<file path="config.mk">
export PLATFORM = sky130hd
export DESIGN_NAME = float_to_int8_quantizer_unit_flat
export DESIGN_NICKNAME = d
export VERILOG_FILES = /design/src/rtl/fq8_pkg.sv /design/src/rtl/fq8_stream_if.sv /design/src/rtl/float_to_int8_quantizer_unit.sv /design/src/flat_wrapper.sv
export SDC_FILE = /design/constraint.sdc
export NUM_CORES = 1
export LEC_CHECK = 0
export ABC_AREA = 1
export BUFFER_PORTS_ARGS = -buffer_cell sky130_fd_sc_hd__buf_2
export CAP_MARGIN = 20
export CORE_MARGIN = 2
export CORE_UTILIZATION = 30
export CTS_BUF_LIST = sky130_fd_sc_hd__clkbuf_4
export DETAILED_ROUTE_END_ITERATION = 10
export GPL_ROUTABILITY_DRIVEN = 0
export PLACE_DENSITY = 0.53
export SLEW_MARGIN = 10
export SYNTH_ARGS = -nofsm -noshare
export SYNTH_HDL_FRONTEND = slang
export SYNTH_SLANG_ARGS = --single-unit
</file>
<file path="constraint.sdc">
create_clock -name clk -period 13.5 [get_ports clk]
set_clock_uncertainty 0.1 [all_clocks]
set_input_delay 4.05 -clock clk [delete_from_list [all_inputs] [get_ports clk]]
set_output_delay 4.05 -clock clk [all_outputs]
set_load 0.01 [all_outputs]
</file>
<file path="src/rtl/fq8_pkg.sv">
// ---------------------------------------------------------------------------
// fq8_pkg
// Types, constants and helpers of the float to int8 quantizer.
// ---------------------------------------------------------------------------
`default_nettype none

package fq8_pkg;

  localparam int SIG_W      = 24;  // significand with hidden bit
  localparam int EXP_W      = 8;
  localparam int LZ_W       = 5;
  localparam int QDIV_W     = 11;  // quotient bits of na * 2^10 / nb
  localparam int K_W        = 11;  // signed exponent difference
  localparam int SH_W       = 4;
  localparam int X_W        = 10;  // floor(2 * |sample / scale|)
  localparam int W_W        = 12;  // twice the offset value, signed
  localparam int CFG_IDX_W  = 2;
  localparam int CFG_DATA_W = 32;
  localparam int STAGES     = 6;

  localparam logic [CFG_IDX_W-1:0] REG_SCALE = 2'd0;
  localparam logic [CFG_IDX_W-1:0] REG_ZERO  = 2'd1;

  localparam logic [31:0] SCALE_RESET = 32'h3F80_0000;
  localparam logic [EXP_W-1:0] EXP_ONES = 8'hFF;
  localparam logic signed [K_W-1:0] K_SAT = 11'sd10;
  localparam logic signed [7:0] Q_MAX = 8'sd127;
  localparam logic signed [7:0] Q_MIN = -8'sd128;

  // forced result classes decided ahead of the arithmetic
  typedef enum logic [1:0] {
    FRC_NONE,
    FRC_ZERO,
    FRC_POS,
    FRC_NEG
  } force_t;

  typedef struct packed {
    logic [31:0] sample_word;
    logic        end_mark;
  } fq8_in_t;

  typedef struct packed {
    logic signed [7:0] quantized;
    logic              end_flag;
  } fq8_out_t;

  // leading zeros of a 24-bit significand (zero input gives 0)
  function automatic logic [LZ_W-1:0] lzc24(input logic [SIG_W-1:0] m);
    logic [LZ_W-1:0] n;
    n = '0;
    for (int i = 0; i < SIG_W; i++) begin
      if (m[i]) begin
        n = LZ_W'(SIG_W - 1 - i);
      end
    end
    return n;
  endfunction

endpackage

`default_nettype wire

</file>
<file path="src/rtl/fq8_stream_if.sv">
// ---------------------------------------------------------------------------
// fq8_stream_if
// Valid/ready stream channel with a typed payload.
// ---------------------------------------------------------------------------
`default_nettype none

interface fq8_stream_if #(
  parameter type payload_t = logic
) ();
  logic     valid;
  logic     ready;
  payload_t payload;

  modport source (output valid, output payload, input ready);
  modport sink   (input valid, input payload, output ready);
endinterface

`default_nettype wire

</file>
<file path="src/rtl/float_to_int8_quantizer_unit.sv">
// ---------------------------------------------------------------------------
// float_to_int8_quantizer_unit
// Affine int8 quantizer: round(sample / scale + zero_offset), saturated.
// ---------------------------------------------------------------------------
//  channel   | dir  | payload                          | transaction
//  ----------+------+----------------------------------+-----------------------
//  samples   | in   | sample_word[31:0], end_mark      | valid & ready
//  results   | out  | quantized[7:0] signed, end_flag  | valid & ready
//  cfg       | in   | cfg_index, cfg_data[31:0]        | cfg_we (write only)
//
//  Six register stages: decode, normalize, three divider stages of a
//  restoring divider (11 quotient bits), and the round/saturate output register.
//  One transaction per cycle sustained while results.ready stays high.
//  Each stage advances when it is empty or the next one advances, so a
//  stalled output never loses or repeats a transaction and bubbles still fill.
//  rst (synchronous) clears valid bits and the zero offset, and sets the scale to 1.0.
// ---------------------------------------------------------------------------
`default_nettype none

module float_to_int8_quantizer_unit (
  input  logic                            clk,
  input  logic                            rst,
  input  logic                            cfg_we,
  input  logic [fq8_pkg::CFG_IDX_W-1:0]   cfg_index,
  input  logic [fq8_pkg::CFG_DATA_W-1:0]  cfg_data,
  fq8_stream_if.sink                      samples,
  fq8_stream_if.source                    results
);
  import fq8_pkg::*;

  // one restoring step: doubled remainder against the divisor
  function automatic logic [SIG_W:0] div_step(input logic [SIG_W-1:0] r,
                                              input logic [SIG_W-1:0] d);
    logic [SIG_W:0] t;
    logic [SIG_W:0] s;
    t = {r, 1'b0};
    s = t - {1'b0, d};
    if (t >= {1'b0, d}) begin
      return {1'b1, s[SIG_W-1:0]};
    end
    return {1'b0, t[SIG_W-1:0]};
  endfunction

  // ---------------- configuration registers ----------------
  logic [31:0]       scale_word;
  logic signed [7:0] zero_offset;

  always_ff @(posedge clk) begin
    if (rst) begin
      scale_word  <= SCALE_RESET;
      zero_offset <= '0;
    end else if (cfg_we) begin
      case (cfg_index)
        REG_SCALE: scale_word  <= cfg_data[31:0];
        REG_ZERO:  zero_offset <= signed'(cfg_data[7:0]);
        default:   ;
      endcase
    end
  end

  // ---------------- stage enables ----------------
  // stage i loads when empty or when stage i+1 loads
  logic v1, v2, v3, v4, v5, v6;
  logic en1, en2, en3, en4, en5, en6;

  assign en6 = !v6 || results.ready;
  assign en5 = !v5 || en6;
  assign en4 = !v4 || en5;
  assign en3 = !v3 || en4;
  assign en2 = !v2 || en3;
  assign en1 = !v1 || en2;
  assign samples.ready = en1;

  always_ff @(posedge clk) begin
    if (rst) begin
      v1 <= 1'b0;
      v2 <= 1'b0;
      v3 <= 1'b0;
      v4 <= 1'b0;
      v5 <= 1'b0;
      v6 <= 1'b0;
    end else begin
      if (en1) v1 <= samples.valid;
      if (en2) v2 <= v1;
      if (en3) v3 <= v2;
      if (en4) v4 <= v3;
      if (en5) v5 <= v4;
      if (en6) v6 <= v5;
    end
  end

  // ---------------- stage 1: unpack, special cases ----------------
  logic [EXP_W-1:0] s_exp, c_exp;
  logic             scale_bad;
  force_t           frc1_next;

  assign s_exp = samples.payload.sample_word[30:23];
  assign c_exp = scale_word[30:23];
  // scale must be a positive finite nonzero value
  assign scale_bad = scale_word[31] || (scale_word[30:0] == '0) || (c_exp == EXP_ONES);

  always_comb begin
    frc1_next = FRC_NONE;
    if (scale_bad) begin
      frc1_next = FRC_ZERO;
    end else if (s_exp == EXP_ONES) begin
      if (samples.payload.sample_word[22:0] != '0) begin
        frc1_next = FRC_ZERO;  // NaN
      end else begin
        frc1_next = samples.payload.sample_word[31] ? FRC_NEG : FRC_POS;
      end
    end
  end

  logic [SIG_W-1:0] ma1, mb1;
  logic [EXP_W-1:0] ea1, eb1;
  logic             sign1, end1;
  force_t           frc1;

  always_ff @(posedge clk) begin
    if (en1) begin
      ma1   <= {s_exp != '0, samples.payload.sample_word[22:0]};
      ea1   <= (s_exp == '0) ? EXP_W'(1) : s_exp;
      mb1   <= {c_exp != '0, scale_word[22:0]};
      eb1   <= (c_exp == '0) ? EXP_W'(1) : c_exp;
      sign1 <= samples.payload.sample_word[31];
      end1  <= samples.payload.end_mark;
      frc1  <= frc1_next;
    end
  end

  // ---------------- stage 2: normalize, exponent classing ----------------
  // 2|x| = (na/nb) * 2^k with na, nb in [2^23, 2^24)
  logic [LZ_W-1:0]        lza, lzb;
  logic signed [K_W-1:0]  k;
  logic                   nz1;
  force_t                 frc2_next;

  assign lza = lzc24(ma1);
  assign lzb = lzc24(mb1);
  assign k   = signed'(K_W'(ea1)) - signed'(K_W'(lza)) - signed'(K_W'(eb1))
             + signed'(K_W'(lzb)) + signed'(K_W'(1));
  assign nz1 = (ma1 != '0);

  always_comb begin
    frc2_next = frc1;
    // |x| >= 256 always saturates whatever the zero point
    if (frc1 == FRC_NONE && nz1 && k >= K_SAT) begin
      frc2_next = sign1 ? FRC_NEG : FRC_POS;
    end
  end

  logic [SIG_W-1:0] na2, nb2;
  logic [SH_W-1:0]  sh2;
  logic             tiny2, nz2, sign2, end2;
  force_t           frc2;

  always_ff @(posedge clk) begin
    if (en2) begin
      na2   <= ma1 << lza;
      nb2   <= mb1 << lzb;
      sh2   <= SH_W'(K_SAT - k);
      tiny2 <= !nz1 || (k < signed'(K_W'(0)));  // floor(2|x|) is 0
      nz2   <= nz1;
      sign2 <= sign1;
      end2  <= end1;
      frc2  <= frc2_next;
    end
  end

  // ---------------- stages 3-5: restoring divider ----------------
  logic [SIG_W-1:0] r3_0, r3_1, r3_2, r3_3;
  logic [SIG_W:0]   d3_1, d3_2, d3_3;
  logic             b10;

  assign b10  = (na2 >= nb2);
  assign r3_0 = b10 ? (na2 - nb2) : na2;
  assign d3_1 = div_step(r3_0, nb2);
  assign r3_1 = d3_1[SIG_W-1:0];
  assign d3_2 = div_step(r3_1, nb2);
  assign r3_2 = d3_2[SIG_W-1:0];
  assign d3_3 = div_step(r3_2, nb2);
  assign r3_3 = d3_3[SIG_W-1:0];

  logic [SIG_W-1:0] rem3, nb3;
  logic [3:0]       q3;
  logic [SH_W-1:0]  sh3;
  logic             tiny3, nz3, sign3, end3;
  force_t           frc3;

  always_ff @(posedge clk) begin
    if (en3) begin
      rem3  <= r3_3;
      nb3   <= nb2;
      q3    <= {b10, d3_1[SIG_W], d3_2[SIG_W], d3_3[SIG_W]};
      sh3   <= sh2;
      tiny3 <= tiny2;
      nz3   <= nz2;
      sign3 <= sign2;
      end3  <= end2;
      frc3  <= frc2;
    end
  end

  logic [SIG_W:0] d4_0, d4_1, d4_2, d4_3;

  assign d4_0 = div_step(rem3, nb3);
  assign d4_1 = div_step(d4_0[SIG_W-1:0], nb3);
  assign d4_2 = div_step(d4_1[SIG_W-1:0], nb3);
  assign d4_3 = div_step(d4_2[SIG_W-1:0], nb3);

  logic [SIG_W-1:0] rem4, nb4;
  logic [7:0]       q4;
  logic [SH_W-1:0]  sh4;
  logic             tiny4, nz4, sign4, end4;
  force_t           frc4;

  always_ff @(posedge clk) begin
    if (en4) begin
      rem4  <= d4_3[SIG_W-1:0];
      nb4   <= nb3;
      q4    <= {q3, d4_0[SIG_W], d4_1[SIG_W], d4_2[SIG_W], d4_3[SIG_W]};
      sh4   <= sh3;
      tiny4 <= tiny3;
      nz4   <= nz3;
      sign4 <= sign3;
      end4  <= end3;
      frc4  <= frc3;
    end
  end

  logic [SIG_W:0] d5_0, d5_1, d5_2;

  assign d5_0 = div_step(rem4, nb4);
  assign d5_1 = div_step(d5_0[SIG_W-1:0], nb4);
  assign d5_2 = div_step(d5_1[SIG_W-1:0], nb4);

  logic [QDIV_W-1:0] q5;
  logic              remnz5;
  logic [SH_W-1:0]   sh5;
  logic              tiny5, nz5, sign5, end5;
  force_t            frc5;

  always_ff @(posedge clk) begin
    if (en5) begin
      q5     <= {q4, d5_0[SIG_W], d5_1[SIG_W], d5_2[SIG_W]};
      remnz5 <= (d5_2[SIG_W-1:0] != '0);
      sh5    <= sh4;
      tiny5  <= tiny4;
      nz5    <= nz4;
      sign5  <= sign4;
      end5   <= end4;
      frc5   <= frc4;
    end
  end

  // ---------------- stage 6: align, add zero point, round, clamp ----------------
  // 2y = W + g with 0 <= g < 1, g nonzero exactly when sticky
  logic [X_W-1:0]        xmag;
  logic [QDIV_W-1:0]     mask;
  logic                  sticky;
  logic signed [W_W-1:0] xs, zp2, w, wr;
  logic signed [W_W-1:0] qw;
  logic signed [7:0]     q_next;

  always_comb begin
    mask   = (QDIV_W'(1) << sh5) - QDIV_W'(1);
    xmag   = tiny5 ? '0 : X_W'(q5 >> sh5);
    sticky = tiny5 ? nz5 : (remnz5 || ((q5 & mask) != '0));
    xs     = signed'(W_W'(xmag));
    zp2    = W_W'(zero_offset) <<< 1;
    if (!sign5) begin
      w = xs + zp2;
    end else if (sticky) begin
      w = zp2 - xs - signed'(W_W'(1));
    end else begin
      w = zp2 - xs;
    end
    // half away from zero; an exact negative value rounds via W / 2
    wr = (w[W_W-1] && !sticky) ? w : (w + signed'(W_W'(1)));
    qw = wr >>> 1;
    if (qw > signed'(W_W'(Q_MAX))) begin
      q_next = Q_MAX;
    end else if (qw < W_W'(Q_MIN)) begin
      q_next = Q_MIN;
    end else begin
      q_next = qw[7:0];
    end
    case (frc5)
      FRC_NONE: ;
      FRC_ZERO: q_next = '0;
      FRC_POS:  q_next = Q_MAX;
      FRC_NEG:  q_next = Q_MIN;
      default:  q_next = '0;
    endcase
  end

  fq8_out_t out6;

  always_ff @(posedge clk) begin
    if (en6) begin
      out6.quantized <= q_next;
      out6.end_flag  <= end5;
    end
  end

  assign results.valid   = v6;
  assign results.payload = out6;

endmodule

`default_nettype wire

</file>
<file path="src/flat_wrapper.sv">
// flat-port wrapper written by rule: the top's interface ports become plain ports
module float_to_int8_quantizer_unit_flat import fq8_pkg::*;
  (clk, rst, cfg_we, cfg_index, cfg_data, samples_valid, samples_payload, samples_ready, results_valid, results_payload, results_ready);
  fq8_stream_if #(.payload_t(fq8_in_t)) samples_i ();
  fq8_stream_if #(.payload_t(fq8_out_t)) results_i ();
  input  logic clk;
  input  logic rst;
  input  logic cfg_we;
  input  logic [fq8_pkg::CFG_IDX_W-1:0] cfg_index;
  input  logic [fq8_pkg::CFG_DATA_W-1:0] cfg_data;
  input wire logic [$bits(samples_i.valid)-1:0] samples_valid;
  input wire logic [$bits(samples_i.payload)-1:0] samples_payload;
  output wire logic [$bits(samples_i.ready)-1:0] samples_ready;
  output wire logic [$bits(results_i.valid)-1:0] results_valid;
  output wire logic [$bits(results_i.payload)-1:0] results_payload;
  input wire logic [$bits(results_i.ready)-1:0] results_ready;
  assign samples_i.valid = samples_valid;
  assign samples_i.payload = samples_payload;
  assign samples_ready = samples_i.ready;
  assign results_valid = results_i.valid;
  assign results_payload = results_i.payload;
  assign results_i.ready = results_ready;
  float_to_int8_quantizer_unit u_core (.clk(clk), .rst(rst), .cfg_we(cfg_we), .cfg_index(cfg_index), .cfg_data(cfg_data), .samples(samples_i), .results(results_i));
endmodule
</file>
==> flow_summary.yaml <==
finish:
  final_standard_cell_count_with_taps_included_and_fillers_excluded: 5876
  final_layout_size_suffix_gt1_share_pct: 7.79
  most-common-layout-cells: "sky130_fd_sc_hd__nand2_1, sky130_fd_sc_hd__inv_1, sky130_fd_sc_hd__nand3_1"
  num-nets-final: 4806
  area_delta_synth_final_pct: 9.53
  stdcell_area_mm2: 0.0343
  layout.cells.most_common: "sky130_fd_sc_hd__nand2_1"
placement:
  dp_hpwl_mm: 71.6
  placedInstanceArea_mm2: 0.0331
  detailedPlace.worstSlack_ns: 1.89
  io_buffer_count: 82
  place_inst: 5710
hold_path:
  timing.hold.worst_path_depth: 0
  worst_hold_path.endpoint: "u_core.q5[5]$_DFFE_PP_"
  hp-start: "u_core.q4[2]$_SDFFCE_PP0P_"
  worstHoldPathType: "reg -> reg"
sta:
  hold_violations: 0
  finalSetupViolCount: 0
  slew_violations: 0
  worst_rel_slew_slack_pct: 35.5
  tightestPinTransition_ns: 0.965
  fin_tns_setup_ns: 0
  setup_ws_ns: 1.87
  period_minus_slack_ns: 11.63
  grt_setup_unrepaired: "no"
  finalCritPeriodShare_pct: 86.2
  clock.fmax_ghz: 0.0860
detailed_routing:
  dr.first_iter.drc_count: 1662
  remaining_drc_errors: 0
  ant_nets: 0
  avgViaCountPerCell: 4.91
  num_vias: 28828
  detail_route.wl_per_cell_um: 15.0
  pre_antenna_drt_iters: 5
  totalWireLength_mm: 88.2
worst_setup_path:
  setup.worst_path.end_class: "flip-flop"
  setup.worst_path.class: "reg -> reg"
  worst_path_largest_cell_delay_ns: 0.48
  cp_data_required_time_ns: 14.00
  timing.critical_path.buf_inv: 9
  critical_path_peak_fanout: 27
  reg2reg_setup_slack_ns: 1.87
  worst_r2r_endpoint: "u_core.rem4[20]$_DFFE_PP_"
  crit-reg2reg-launch: "u_core.nb3[19]$_DFFE_PP_"
  worst-r2r-cell-count: 55
  worst_ep_arrival_time_ns: 12.14
  critPathLaunchType: "flip-flop"
  critPathMostFrequentCell: "sky130_fd_sc_hd__nand2_1"
  cp_top_family: "simple AND/OR/NAND/NOR gates"
  critical-path-slowest-cell: "sky130_fd_sc_hd__edfxtp_1"
clocking:
  clock_path_buffers: 3
  postCtsResizedCells: 0
  clock-root-buffer: "sky130_fd_sc_hd__clkbuf_4"
  clock_tree_from_tritoncts: "done"
  cts.sinks: 331
  postCtsSetupBuffers: 0
  clk_latency_ns: 0.88
  number_of_cts_inserted_buffers: 91
  clk_pin_slew_ns: 0.08
  htree_num_levels: 3
  cts_hold_repair.buffers: 0
grt:
  grt_use_total_pct: 16.4
  antenna_found_initial: 4
  grt_max_degree: 68
  first_pass_grt_wire_length_mm: 143
  grt_pass1_vias: 27741
  aggregate_global_routing_overflow: 0
logic_synthesis:
  ys_ff_latch: 331
  count_of_different_cell_masters_after_synthesis: 68
  ys_top_cells_by_area: "sky130_fd_sc_hd__edfxtp_1, sky130_fd_sc_hd__nand2_1, sky130_fd_sc_hd__ha_1, sky130_fd_sc_hd__nand3_1, sky130_fd_sc_hd__inv_1"
  mapped_cell_area_mm2: 0.0313
  synth_largest_area_cell: "sky130_fd_sc_hd__edfxtp_1"
  synth_warnings: 0
  async_flop_share_pct: 0
  synth.yosys.seq_area_share_pct: 30.3
  synthDominantCellAreaShare_pct: 27.3
  number_of_enable_flip_flop_cells_after_synthesis: 285
  synth_flop_cell: "sky130_fd_sc_hd__edfxtp_1"
  postSynthAreaPerCell_um2: 7.22
  syn-num-nets: 4722
  synth_cells: 4340
floorplan:
  floorplan.initialDensity_pct: 30.3
  fp.dieH_um: 327
  floorplan.core_area_mm2: 0.103
  site_rows: 118
  i_o_pins: 83
  floorplan.die.width_um: 327
  area_of_the_die_mm2: 0.107
outcome:
  status: "finished, final reports clean"
flow_run:
  cap_viol_max_count: 0
[worst max-delay path by stage]
stage,cells after the start,end,start,slack [ns]
6_report,55,u_core.rem4[20]$_DFFE_PP_,u_core.nb3[19]$_DFFE_PP_,1.87
3_5_place_dp,53,u_core.rem4[1]$_DFFE_PP_,u_core.nb3[2]$_DFFE_PP_,1.89
4_1_cts,53,u_core.rem4[1]$_DFFE_PP_,u_core.nb3[2]$_DFFE_PP_,1.87
3_3_place_gp,55,u_core.rem4[1]$_DFFE_PP_,u_core.nb3[18]$_DFFE_PP_,2.01
2_1_floorplan,10,samples_ready,results_ready,0.51
5_1_grt,54,u_core.rem4[23]$_DFFE_PP_,u_core.nb3[2]$_DFFE_PP_,0.60
[cell families (layout without fill, tap and decap cells)]
group / after synthesis / count (layout) / synth area share, %
and+or+nand+nor: 1963 / 1963 / 26.9
adders and majority gates: 310 / 310 / 12.7
buffers and inverters: 653 / 807 / 8.23
other: 0 / 2 / 0
AOI/OAI and AO/OA: 831 / 831 / 14.8
DFF: 331 / 331 / 30.3
xor gates and xnor gates: 252 / 252 / 7.07
[layer usage]
layer	vias up	wire length, µm	global-route usage, %
met1	13103	40700	21.0
li1	14975	-	-
met5	-	40	0
met4	6	2920	6.27
met2	585	41100	28.1
met3	159	3430	1.89
[layout make-up]
cell class / count / area [µm²]
Fill cell: 11053 / 69200
Clock inverter: 33 / 223
Timing Repair Buffer: 102 / 581
Tap cell: 1380 / 1730
Inverter: 542 / 2040
Sequential cell: 331 / 9480
Clock buffer: 130 / 976
Antenna cell: 2 / 5.00
Multi-Input combinational cell: 3356 / 19300
[through the flow]
step	hold WS, ns	util [%]
after floorplan	0.300	-
after global placement	0.303	32.0
after detailed placement	0.305	32.0
after CTS	0.301	33.1
after global routing	0.308	33.2
final	0.299	33.2
[Yosys cell counts, types with 9 or more instances]
cell type and number:
sky130_fd_sc_hd__a21boi_0 9, sky130_fd_sc_hd__a21o_1 17, sky130_fd_sc_hd__a21oi_1 345, sky130_fd_sc_hd__a21oi_2 9
sky130_fd_sc_hd__a31oi_1 16, sky130_fd_sc_hd__buf_2 22, sky130_fd_sc_hd__buf_4 13, sky130_fd_sc_hd__clkbuf_1 65
sky130_fd_sc_hd__dfxtp_1 46, sky130_fd_sc_hd__edfxtp_1 285, sky130_fd_sc_hd__fa_1 12, sky130_fd_sc_hd__ha_1 298
sky130_fd_sc_hd__inv_1 519, sky130_fd_sc_hd__inv_2 12, sky130_fd_sc_hd__nand2_1 1081, sky130_fd_sc_hd__nand2_2 9
sky130_fd_sc_hd__nand3_1 400, sky130_fd_sc_hd__nand3_2 9, sky130_fd_sc_hd__nand4_1 44, sky130_fd_sc_hd__nor2_1 268
sky130_fd_sc_hd__nor2_2 9, sky130_fd_sc_hd__nor3_1 52, sky130_fd_sc_hd__nor4_1 43, sky130_fd_sc_hd__o211ai_1 16
sky130_fd_sc_hd__o21a_1 16, sky130_fd_sc_hd__o21ai_0 264, sky130_fd_sc_hd__o21ai_1 52, sky130_fd_sc_hd__o21bai_1 23
sky130_fd_sc_hd__or2_2 23, sky130_fd_sc_hd__xnor2_1 118, sky130_fd_sc_hd__xor2_1 133
[state kept, by name, summed over array words and instances (netlist names), 24 cells and up]
register,count
u_core.na2,24
u_core.mb1,24
u_core.nb4,24
u_core.nb3,24
u_core.rem4,24
u_core.rem3,24
u_core.scale_word,32
u_core.nb2,24
u_core.ma1,24
Power is not shown: default switching activity piles up to over one toggle a cycle in this logic, so the estimate is an artifact.
